<file path="src/hdl/sms_pkg.sv">
// Shared types, codes and constants of the sorted matrix staircase search unit.
package sms_pkg;

   localparam int DATA_W       = 32;
   localparam int IDX_W        = 4;
   localparam int CFG_W        = 5;
   localparam int CSR_IDX_W    = 1;
   localparam int MAX_ROWS_DEF = 16;
   localparam int MAX_COLS_DEF = 16;

   localparam logic KIND_LOAD   = 1'b0;
   localparam logic KIND_SEARCH = 1'b1;

   localparam logic [CSR_IDX_W-1:0] CSR_NUM_ROWS = 1'd0;
   localparam logic [CSR_IDX_W-1:0] CSR_NUM_COLS = 1'd1;

   typedef enum logic [1:0] {
      ST_IDLE,
      ST_STEP,
      ST_HOLD
   } walk_state_type;

   typedef struct packed {
      logic eq;
      logic lt;
   } cmp_type;

endpackage

</file>
<file path="src/hdl/sms_cmp.sv">
// Signed two's complement comparator shared by every step of the walk.
module sms_cmp (
   input  logic signed [sms_pkg::DATA_W-1:0] elem,
   input  logic signed [sms_pkg::DATA_W-1:0] key,
   output sms_pkg::cmp_type                  result
);

   always_comb begin
      result.eq = (elem == key);
      result.lt = (elem < key);
   end

endmodule

</file>
<file path="src/hdl/sms_walk.sv">
// Sequencer that walks the matrix one element per cycle and holds the result beat.
module sms_walk #(
   parameter int MAX_ROWS = sms_pkg::MAX_ROWS_DEF,
   parameter int MAX_COLS = sms_pkg::MAX_COLS_DEF,
   parameter int ROW_W    = $clog2(sms_pkg::MAX_ROWS_DEF + 1),
   parameter int COL_W    = $clog2(sms_pkg::MAX_COLS_DEF + 1),
   parameter int ADDR_W   = $clog2(sms_pkg::MAX_ROWS_DEF * sms_pkg::MAX_COLS_DEF)
) (
   input  logic                        clock,
   input  logic                        reset,
   input  logic [ROW_W-1:0]            rows,
   input  logic [COL_W-1:0]            cols,
   input  logic                        req_valid,
   output logic                        req_stall,
   input  logic                        req_kind,
   input  logic [sms_pkg::IDX_W-1:0]   req_row_index,
   input  logic [sms_pkg::IDX_W-1:0]   req_col_index,
   input  logic [sms_pkg::DATA_W-1:0]  req_data_value,
   output logic                        rsp_valid,
   input  logic                        rsp_stall,
   output logic                        rsp_found,
   output logic [sms_pkg::IDX_W-1:0]   rsp_found_row,
   output logic [sms_pkg::IDX_W-1:0]   rsp_found_col,
   output logic                        wr_en,
   output logic [ADDR_W-1:0]           wr_addr,
   output logic [sms_pkg::DATA_W-1:0]  wr_data,
   output logic [ADDR_W-1:0]           rd_addr,
   input  logic [sms_pkg::DATA_W-1:0]  rd_data
);

   sms_pkg::walk_state_type state_ff, state_in;

   // The row counter sits one above the current row, so the walk leaves the top at one.
   logic [ROW_W-1:0]                row_ff, row_in;
   logic [COL_W-1:0]                col_ff, col_in;
   logic [ADDR_W-1:0]               addr_ff, addr_in;
   logic signed [sms_pkg::DATA_W-1:0] key_ff, key_in;
   logic                            pend_found_ff, pend_found_in;
   logic [sms_pkg::IDX_W-1:0]       pend_row_ff, pend_row_in;
   logic [sms_pkg::IDX_W-1:0]       pend_col_ff, pend_col_in;

   logic                            rsp_valid_ff, rsp_valid_in;
   logic                            rsp_found_ff;
   logic [sms_pkg::IDX_W-1:0]       rsp_row_ff;
   logic [sms_pkg::IDX_W-1:0]       rsp_col_ff;

   logic                            accept;
   logic                            rsp_load;
   logic                            rsp_free;
   logic                            in_range;
   logic                            last_col;
   logic [ADDR_W-1:0]               start_addr;
   sms_pkg::cmp_type                cmp;

   sms_cmp u_cmp (
      .elem   (rd_data),
      .key    (key_ff),
      .result (cmp)
   );

   assign accept     = req_valid && !req_stall;
   assign rsp_free   = !rsp_valid_ff || !rsp_stall;
   assign in_range   = (32'(req_row_index) < MAX_ROWS) && (32'(req_col_index) < MAX_COLS);
   assign start_addr = ADDR_W'((32'(rows) - 32'd1) * MAX_COLS);
   assign last_col   = ((COL_W + 1)'(col_ff) + (COL_W + 1)'(1)) == (COL_W + 1)'(cols);

   assign wr_addr = ADDR_W'(32'(req_row_index) * MAX_COLS + 32'(req_col_index));
   assign wr_data = req_data_value;

   always_ff @(posedge clock) begin
      if (reset) begin
         state_ff <= sms_pkg::ST_IDLE;
      end else begin
         state_ff <= state_in;
      end
   end

   always_ff @(posedge clock) begin
      row_ff        <= row_in;
      col_ff        <= col_in;
      addr_ff       <= addr_in;
      key_ff        <= key_in;
      pend_found_ff <= pend_found_in;
      pend_row_ff   <= pend_row_in;
      pend_col_ff   <= pend_col_in;
   end

   always_comb begin
      state_in      = state_ff;
      row_in        = row_ff;
      col_in        = col_ff;
      addr_in       = addr_ff;
      key_in        = key_ff;
      pend_found_in = pend_found_ff;
      pend_row_in   = pend_row_ff;
      pend_col_in   = pend_col_ff;
      req_stall     = reset || (state_ff != sms_pkg::ST_IDLE);
      wr_en         = 1'b0;
      rsp_load      = 1'b0;
      rd_addr       = addr_ff;

      unique case (state_ff)
         sms_pkg::ST_IDLE: begin
            if (accept) begin
               if (req_kind == sms_pkg::KIND_LOAD) begin
                  wr_en = in_range;
               end else begin
                  key_in        = req_data_value;
                  pend_found_in = 1'b0;
                  pend_row_in   = '0;
                  pend_col_in   = '0;
                  if (rows == '0 || cols == '0) begin
                     state_in = sms_pkg::ST_HOLD;
                  end else begin
                     row_in   = rows;
                     col_in   = '0;
                     addr_in  = start_addr;
                     rd_addr  = start_addr;
                     state_in = sms_pkg::ST_STEP;
                  end
               end
            end
         end

         sms_pkg::ST_STEP: begin
            if (cmp.eq) begin
               pend_found_in = 1'b1;
               pend_row_in   = sms_pkg::IDX_W'(row_ff - ROW_W'(1));
               pend_col_in   = sms_pkg::IDX_W'(col_ff);
               state_in      = sms_pkg::ST_HOLD;
            end else if (cmp.lt) begin
               if (last_col) begin
                  state_in = sms_pkg::ST_HOLD;
               end else begin
                  col_in  = col_ff + COL_W'(1);
                  addr_in = addr_ff + ADDR_W'(1);
               end
            end else begin
               if (row_ff == ROW_W'(1)) begin
                  state_in = sms_pkg::ST_HOLD;
               end else begin
                  row_in  = row_ff - ROW_W'(1);
                  addr_in = addr_ff - ADDR_W'(MAX_COLS);
               end
            end
            rd_addr = addr_in;
         end

         sms_pkg::ST_HOLD: begin
            if (rsp_free) begin
               rsp_load = 1'b1;
               state_in = sms_pkg::ST_IDLE;
            end
         end

         default: begin
            state_in = sms_pkg::ST_IDLE;
         end
      endcase
   end

   always_comb begin
      rsp_valid_in = rsp_valid_ff;
      if (rsp_load) begin
         rsp_valid_in = 1'b1;
      end else if (!rsp_stall) begin
         rsp_valid_in = 1'b0;
      end
   end

   always_ff @(posedge clock) begin
      if (reset) begin
         rsp_valid_ff <= 1'b0;
      end else begin
         rsp_valid_ff <= rsp_valid_in;
      end
   end

   always_ff @(posedge clock) begin
      if (rsp_load) begin
         rsp_found_ff <= pend_found_ff;
         rsp_row_ff   <= pend_row_ff;
         rsp_col_ff   <= pend_col_ff;
      end
   end

   assign rsp_valid     = rsp_valid_ff;
   assign rsp_found     = rsp_found_ff;
   assign rsp_found_row = rsp_row_ff;
   assign rsp_found_col = rsp_col_ff;

endmodule

</file>
<file path="config.mk">
export PLATFORM = sky130hd
export DESIGN_NAME = sms_walk
export DESIGN_NICKNAME = d
export VERILOG_FILES = /design/src/hdl/sms_pkg.sv /design/src/hdl/sms_cmp.sv /design/src/hdl/sms_walk.sv
export SDC_FILE = /design/constraint.sdc
export NUM_CORES = 1
export LEC_CHECK = 0
export ABC_AREA = 1
export BUFFER_PORTS_ARGS = -buffer_cell sky130_fd_sc_hd__buf_2
export CORE_UTILIZATION = 50
export CTS_BUF_LIST = sky130_fd_sc_hd__clkbuf_4
export DETAILED_ROUTE_END_ITERATION = 8
export PLACE_DENSITY = 0.82
export SYNTH_ARGS = -nofsm -noshare
export SYNTH_HDL_FRONTEND = slang
export SYNTH_SLANG_ARGS = --single-unit
export TNS_END_PERCENT = 100
</file>
<file path="constraint.sdc">
create_clock -name clock -period 2.6 [get_ports clock]
set_clock_uncertainty 0.05 [all_clocks]
set_input_delay 0.39 -clock clock [delete_from_list [all_inputs] [get_ports clock]]
set_output_delay 0.39 -clock clock [all_outputs]
set_load 0.01 [all_outputs]
</file>
## Word level (Yosys, flattened, before mapping)

Cells that the tools add are included.

| cells by class | value |
|---|---|
| add/subtract/negate cells | 7 |
| magnitude comparators | 1 |
| equality and inequality tests | 18 |
| multiplexer cells | 48 |
| reductions and logical operators | 17 |

Operators by type and width:

| cell | count |
|---|---|
| 5-bit 2-to-1 mux | 12 |
| 8-bit 2-to-1 mux | 7 |
| 32-bit equality test | 1 |
| 32-bit < comparator | 1 |
| 2-bit != test, second input constant | 10 |
| 5-bit one-hot mux with 2 select lines | 2 |
| 2-bit 2-to-1 mux | 8 |
| 4-bit 2-to-1 mux | 4 |
| 4-bit one-hot mux with 2 select lines | 2 |
| 8-bit one-hot mux with 2 select lines | 1 |
| 7-bit AND reduction | 2 |
| 5-bit zero test | 2 |
| 1-bit 2-to-1 mux | 10 |
| 8-bit by 1-bit adder with 8-bit output, second input constant | 1 |
| 8-bit by 4-bit adder with 8-bit output | 1 |
| 4-bit != test, second input constant | 2 |
| 8-bit by 5-bit subtractor with 8-bit output, second input constant | 1 |
| 5-bit by 1-bit adder with 6-bit output, second input constant | 1 |
| 6-bit by 5-bit equality test with 1-bit output | 1 |
| 2-bit one-hot mux with 3 select lines | 1 |
| 5-bit by 1-bit adder with 5-bit output, second input constant | 1 |
| 5-bit by 1-bit equality test with 1-bit output, second input constant | 1 |
| 5-bit AND reduction | 1 |
| 5-bit by 1-bit subtractor with 5-bit output, second input constant | 1 |
| other kinds (12) | 17 |

| word-level totals | value |
|---|---|
| register bits | 71 |
| input bits | 87 |
| output and inout bits | 60 |

## Logic depth before layout (Yosys ltp)

Gate-level depths: netlist of the first run.

| depth | value |
|---|---|
| depth after elaboration | 6 |
| gate-level depth with buffers | 19 |
| depth with buffers taken out | 19 |

## Modules after synthesis

From an unflattened synthesis of the first run, not the netlist that was laid out.

| second synthesis, totals | value |
|---|---|
| cells, all modules | 489 |
| area, all modules | 4390.5 µm² |

Modules (own cells, without submodules):

| module | times used | cells each | area an instance (µm²) | seq. area each (µm²) |
|---|---|---|---|---|
| sms_walk | 1 | 344 | 3478.3 | 2021.9 |
| sms_cmp | 1 | 145 | 912.1 | 0.0 |

## Worst setup path after synthesis of the first run

OpenSTA, ideal clock, no wires.

| timing path | value |
|---|---|
| path type | input port to output port |
| start point | input port rd_data[31] (netlist bit) |
| end point | output port rd_addr[2] |
| arrival | 1.946 ns |
| required time | 2.160 ns |
| path slack | 0.214 ns |
| stages | 13 |
| path buffers | 0 |
| cell sequence | ha_1 > nand2_1 > inv_1 > nor2_2 > o21a_2 > nand2_2 > a21oi_4 > nand2_2 > nand2_4 > nand3_4 > nor2_2 > nand2_1 > o21ai_1 |

| on the way | value |
|---|---|
| cells in the longest elaborated chain, start to end | 4 |
| elaborated cells on any way between the ends | 5 |
| those cells by class | 1 x order compare; 1 x eq/ne; 3 x mux |

RTL lines:

| item | line | text |
|---|---|---|
| start, declared | sms_walk.sv:28 | `input logic [sms_pkg::DATA_W-1:0] rd_data` |
| 32-bit < comparator | sms_cmp.sv:10 | `result.lt = (elem < key);` |
| 8-bit 2-to-1 mux | sms_walk.sv:131 | `end else if (cmp.lt) begin` |
| 8-bit 2-to-1 mux (*) | sms_walk.sv:126 | `if (cmp.eq) begin` |
| 8-bit one-hot mux with 2 select lines (*) | sms_walk.sv:102 | `unique case (state_ff)` |
| end, declared | sms_walk.sv:27 | `output logic [ADDR_W-1:0] rd_addr,` |

Every way passes the cells marked *; elsewhere a longest branch is shown, timed or not.

## Worst setup path after layout of the first run

| timing path | value |
|---|---|
| start point | register key_ff[9] (netlist bit) |
| end point | output port rd_addr[7] |

| on the way | value |
|---|---|
| cells in the longest elaborated chain, start to end | 4 |
| elaborated cells on any way between the ends | 5 |
| those cells by class | 1 x order compare; 1 x eq/ne; 3 x mux |

RTL lines:

| item | line | text |
|---|---|---|
| start, declared | sms_walk.sv:37 | `logic signed [sms_pkg::DATA_W-1:0] key_ff, key_in;` |
| start signal, assigned | sms_walk.sv:82 | `key_ff <= key_in;` |
| 32-bit < comparator | sms_cmp.sv:10 |  |
| 8-bit 2-to-1 mux | sms_walk.sv:131 |  |
| 8-bit 2-to-1 mux (*) | sms_walk.sv:126 |  |
| 8-bit one-hot mux with 2 select lines (*) | sms_walk.sv:102 |  |

Marks and branches as above.

==> run summary, run 1 <==
Run status = complete, but fails checks
Failing checks = setup timing
Final setup viols = 8
Logic pwr share = 29.5%
RSZ-0062 raised after global routing = yes
Fin crit share = 111%
Die W = 96.1 µm
Hold Buf Count CTS = 0
CTS H-tree lvls = 3
Initial Util = 52.9%
YS warnings = 0
VDD IR-drop max = 0.000401 V
Final Wtd Congestion = 0.957
Chip height = 96.1 µm
Syn Std Cell Area = 4430 µm²
Post-Layout Cell Count = 693
Area Growth Syn to Fin = 24.6%
Syn Area/Cell = 9.45 µm²
Port bufs = 130
Placed cell count = 667
Post-synth top area cell = edfxtp_1
# Max-Cap Violations = 0
Final min period = 2.90 ns
Worst-Margin Slew = 0.425 ns
Rel. slew slack = 71.7%
Ys async rst share = 0%
Total routed wirelength = 9420 µm
CTS sink count = 71
Antenna Nets Post-Route = 0
Synth top area share = 40.7%
Pre-Repair DR Iteration Count = 4
Syn nets = 595
Layout fillers = 651
Design Area, Final = 5520 µm²
Layout cells sized above 1 = 43.7%
Largest net degree at the start of global routing = 33
Worst-skew pair later-pin latency = 0.41 ns
GRT Overall Usage = 21.0%
Mapped Cells = 469
Achievable Freq = 345 MHz
NetSw = 0.954 mW
Critical Path End Type = primary output
Sequential cell area fraction in the yosys report = 45.6%
Clock Root Buffer = clkbuf_4
Fin Setup TNS = -2.08 ns
Switching Share = 33.4%
Setup crit start kind = register
Sequential Power Share = 49.6%
Top cells by count, synth = nand2_1, inv_1, edfxtp_1
Worst Path Required = 2.16 ns
Synth area leaders = edfxtp_1, ha_1, buf_4
First-pass GRT wire length = 14500 µm
Initial DRC count = 163
Placed Area = 4950 µm²
GRT overflow = 0
Pleak = 2.56 nW
Most used DFF post-synth = edfxtp_1
Seq cells post-synth = 71
Most frequent cell after synthesis = nand2_1
EDFF count, synth = 60
Hold crit path type = in -> reg
CTS tree = yes
Row count = 33
Deepest clock path buffer count = 2
Power Dens Cells = 517 nW/µm²
Power, Total = 2.86 mW
Final worst slack = -0.296 ns
Initial antenna violation count = 0
Wire per inst = 13.6 µm
IO Count = 147
Max Fanout on Critical Path = 6
Number of unique standard cell types used by synthesis = 40
Clock power frac = 20.8%
Max-slew violation count = 0
Final Hold Violating Endpoints = 0
Vias in the first global route = 3324
DIE AREA = 9240 µm²
Area of the core = 8380 µm²
DPL Wire Length = 6900 µm
Ratio of routed vias to standard cells = 5.10
Vias post-DR = 3533
Clock-pin slew on the worst setup and hold paths = 0.13 ns
DRC = 0
WP data arrival = 2.46 ns
Setup CP Type = reg -> out
Final #Nets = 709
Pre-CTS WS = -0.108 ns
Ant. Diodes = 0
Pint = 1.90 mW
Cts bufs inserted = 9
==> routing by layer <==
metal  global-route usage [%]  up-vias  share of wire (%)
met5                        0        -                  0
met4                     10.9        0                2.4
met3                     4.19       22                5.9
met2                     37.7      134                 53
met1                     23.2     1633                 39
li1                         -     1744                  -
==> sequential cells by signal, indices dropped and copies added, names as in the netlist <==
register and count:
state_ff 2, rsp_valid 1, key_ff 32, addr_ff 8
pend_col_ff 4, pend_found_ff 1, rsp_found_col 4, rsp_found_row 4
col_ff 5, pend_row_ff 4, row_ff 5, rsp_found 1
==> timing repair <==
item | CTS | global route
resized for setup | 35 | 41
pin swaps | 20 | 25
setup endpoints to repair | 8 | 8
cloned | 1 | 1
buffers inserted | 6 | 2
==> path summary, 6_finish.rpt <==
path	from	to	slack, ns	depth (start not counted)
max	key_ff[9]	rd_addr[7]	-0.30	16
min	reset	rsp_valid	0.08	2
max reg2reg	key_ff[9]	col_ff[0]	0.34	15
min reg2reg	pend_row_ff[3]	rsp_found_row[3]	0.38	0
==> critical path, cell delays in order (launching register included) <==
cell      delay, ns
edfxtp_1       0.41
inv_2          0.09
ha_4           0.21
nand2_2        0.06
nand2_1        0.05
nand3_1        0.06
nand2_1        0.06
a21oi_2        0.13
nand2_2        0.10
nand2_4        0.11
nand2_4        0.08
nand2_8        0.10
nand2_2        0.08
nand2_2        0.07
nand3_2        0.08
a21oi_2        0.18
buf_2          0.15
==> stage by stage <==
| step | hold slack (ns) | utilization, % |
|---|---|---|
| finish | 0.0845 | 65.9 |
| global route | 0.0551 | 65.9 |
| CTS | 0.0621 | 63.1 |
| detailed placement | 0.355 | 59.0 |
| global placement | 0.354 | 59.0 |
| floorplan | 0.350 | - |
==> kinds of logic after synthesis <==
| family | count (synthesis) | share of synthesized area [%] |
|---|---|---|
| simple gates | 176 | 20.0 |
| buf+inv | 118 | 13.4 |
| flops | 71 | 45.6 |
| compound gates | 48 | 6.52 |
| fa+ha+maj | 39 | 11.0 |
| xor+xnor | 16 | 3.16 |
| mux | 1 | 0.226 |
==> placed cells by master (no fill, tap or decap), types with 3 or more instances in the layout <==
master and n:
nor2_2 3, nand3_4 3, nor2_1 32, buf_4 12, nand2_1 65, o21ai_0 12
nand3_2 7, xor2_1 9, edfxtp_1 60, clkbuf_4 10, ha_1 23, o21bai_1 3
nand2_4 5, ha_4 16, xnor2_1 4, inv_2 14, a21oi_1 12, inv_1 61
nand2_2 19, a21oi_2 12, dfxtp_1 11, nor2_4 8, nand4_1 6, nand3_1 21
buf_6 3, buf_2 129
==> power by group through the flow <==
stage / registers, mW / clock network, mW / logic (mW)
after detailed placement: 1.44 / 0 / 0.711
after CTS: 1.41 / 0.618 / 0.784
after global routing: 1.43 / 0.670 / 0.932
after global placement: 1.44 / 0 / 0.695
final: 1.42 / 0.594 / 0.844
after floorplan: 1.41 / 0 / 0.541
==> cell type report <==
cell class,instances,area (µm²),area share [%]
sequential,71,2020,36.6
inverter,75,282,5.10
clock inverter,6,37.5,0.680
timing repair buffer,144,769,13.9
clock buffer,10,75.1,1.36
multi-input combinational,282,2210,40.0
tap,105,131,2.38
(Power assumes the default switching activity.)
==> run 2: changes to the inputs <==
Settings changed: CELL_PAD_IN_SITES_DETAIL_PLACEMENT set to 1, CELL_PAD_IN_SITES_GLOBAL_PLACEMENT set to 1, CORE_UTILIZATION 50 to 38, CTS_BUF_LIST sky130_fd_sc_hd__clkbuf_4 to not set, PLACE_DENSITY 0.82 to 0.84.
==> run 2 against run 1 <==
Effect of this change: critical path type unchanged; largest cell class unchanged; critical endpoint is now rd_addr[2]; combinational power is 16% higher; clock power is 120% higher; count of clock-buffer cells in the layout stayed put; non-clock buffer count is 13 higher; fmax is 0.91% higher; total power is 31% higher; the run still ends with setup timing left; critical path depth stayed put; largest power group unchanged.
==> run summary, run 2 (synthesized netlist as in run 1, its figures left out) <==
Run status = complete, but fails checks (unchanged)
Failing checks = setup timing (unchanged)
GRT overflow = 0 (unchanged)
Worst r2r src = key_ff[17] (was key_ff[9])
# Max-Cap Violations = 0 (unchanged)
Area of the core = 11400 µm² (was 8380 µm²)
GRT Overall Usage = 20.5% (was 21.0%)
Layout fillers = 1328 (was 651)
Final min period = 2.87 ns (was 2.90 ns)
Port bufs = 130 (unchanged)
Die W = 110 µm (was 96.1 µm)
Wire per inst = 16.9 µm (was 13.6 µm)
Final Wtd Congestion = 0.810 (was 0.957)
First-pass GRT wire length = 18100 µm (was 14500 µm)
Pre-CTS WS = -0.118 ns (was -0.108 ns)
Layout cells sized above 1 = 47.3% (was 43.7%)
Chip height = 110 µm (was 96.1 µm)
DPL Wire Length = 8760 µm (was 6900 µm)
Antenna Nets Post-Route = 0 (unchanged)
Final #Nets = 723 (was 709)
Hold_ws = 0.179 ns (was 0.0845 ns)
Initial Util = 39.0% (was 52.9%)
Final Util = 52.4% (was 65.9%)
Ratio of routed vias to standard cells = 4.94 (was 5.10)
Final worst slack = -0.270 ns (was -0.296 ns)
Initial antenna violation count = 1 (was 0)
Pre-Repair DR Iteration Count = 4 (unchanged)
Area Growth Syn to Fin = 34.4% (was 24.6%)
Hold crit path type = in -> reg (unchanged)
Deepest clock path buffer count = 2 (unchanged)
Critical Path End Type = primary output (unchanged)
Worst Path Required = 2.16 ns (about the same)
Crit. Startpoint = key_ff[17] (was key_ff[9])
Rel. slew slack = 46.4% (was 71.7%)
Clock Root Buffer = clkbuf_16 (was clkbuf_4)
Fin Setup TNS = -1.81 ns (was -2.08 ns)
Pleak = 2.74 nW (was 2.56 nW)
CTS tree = yes (unchanged)
Biggest regs = key_ff: 32 flops, addr_ff: 8 flops (unchanged)
WP data arrival = 2.43 ns (was 2.46 ns)
Max Fanout on Critical Path = 5 (was 6)
Max reg flops = 32 (unchanged)
Vias post-DR = 3683 (was 3533)
CTS H-tree lvls = 3 (unchanged)
Largest net degree at the start of global routing = 33 (unchanged)
Final Hold Violating Endpoints = 0 (unchanged)
DIE AREA = 12100 µm² (was 9240 µm²)
Hold Buf Count CTS = 0 (unchanged)
Max-slew violation count = 0 (unchanged)
Cts bufs inserted = 9 (unchanged)
DRC = 0 (unchanged)
Most flops, register = key_ff (unchanged)
Final setup viols = 8 (unchanged)
Initial DRC count = 100 (was 163)
Setup CP Type = reg -> out (unchanged)
VDD IR-drop max = 0.000575 V (was 0.000401 V)
Worst-Margin Slew = 0.804 ns (was 0.425 ns)
Leading cell type in the layout, fill and taps excluded = buf_2 (unchanged)
Achievable Freq = 348 MHz (was 345 MHz)
Clock-pin slew on the worst setup and hold paths = 0.06 ns (was 0.13 ns)
Row count = 39 (was 33)
Highest-count cells in the layout ignoring fill and taps = buf_2, nand2_1, edfxtp_1 (was buf_2, nand2_1, inv_1)
Setup crit start kind = register (unchanged)
IO Count = 147 (unchanged)
Hold Crit Start = req_data_value[10] (was reset)
CTS sink count = 71 (unchanged)
Vias in the first global route = 3848 (was 3324)
Worst-skew pair later-pin latency = 0.35 ns (was 0.41 ns)
Total routed wirelength = 12600 µm (was 9420 µm)
RSZ-0062 raised after global routing = yes (unchanged)
Fin crit share = 110% (was 111%)
Power Dens Cells = 627 nW/µm² (was 517 nW/µm²)
## run 2: cell type report
| class | instances | area, µm² | area share, % |
|---|---|---|---|
| sequential | 71 | 2020 | 33.9 |
| multi-input combinational | 283 | 2280 | 38.3 |
| antenna | 1 | 2.50 | 0.0420 |
| tap | 143 | 179 | 3.00 |
| clock buffer | 10 | 229 | 3.84 |
| timing repair buffer | 157 | 873 | 14.7 |
| inverter | 75 | 284 | 4.77 |
| clock inverter | 6 | 85.1 | 1.43 |
## run 2: worst paths after layout
path              slack (ns)  cells after the start               end
setup / recovery       -0.27                     16        rd_addr[2]
hold reg to reg         0.37                      0  rsp_found_col[3]
setup reg to reg        0.22                     15         col_ff[0]
hold / removal          0.18                      1        key_ff[10]
## run 2: repair_timing
action                                  CTS  global route
cloned                                    2             1
gates resized for setup                  38            60
pin swaps                                13            44
endpoints found under the setup margin    8             8
setup buffers                             5            10
## run 2: report_power, final
group / internal (mW) / switching, mW / total, mW / leakage (nW)
Sequential: 1.33 / 0.107 / 1.44 / 0.641
Clock: 0.836 / 0.486 / 1.32 / 0.150
Combinational: 0.423 / 0.554 / 0.977 / 1.95
## run 2: through the flow
step | cells | total power [mW] | area, µm²
global route | 746 | 3.91 | 5960
global placement | 711 | 2.15 | 5040
detailed placement | 711 | 2.21 | 5040
CTS | 734 | 3.63 | 5570
floorplan | 469 | 1.95 | 4430
finish | 746 | 3.74 | 5960
## run 2: layer usage
metal / part of all wire [%] / vias to the layer above / GRT usage [%]
li1: - / 1763 / -
met1: 38 / 1767 / 21.0
met2: 55 / 114 / 38.5
met3: 4.0 / 39 / 5.35
met4: 3.5 / 0 / 9.90
met5: 0 / - / 0
## run 2: critical path, stage by stage (launching register included)
cell	delay, ns
edfxtp_1	0.39
inv_2	0.10
ha_4	0.20
nand2_1	0.06
nand2_1	0.05
nand2_1	0.06
nand2_1	0.05
nand2_1	0.08
nand2_2	0.07
a21oi_4	0.24
nand2_4	0.12
nand2_8	0.10
nand3_4	0.09
nor2_4	0.13
nand2_2	0.08
o21ai_2	0.13
buf_2	0.14
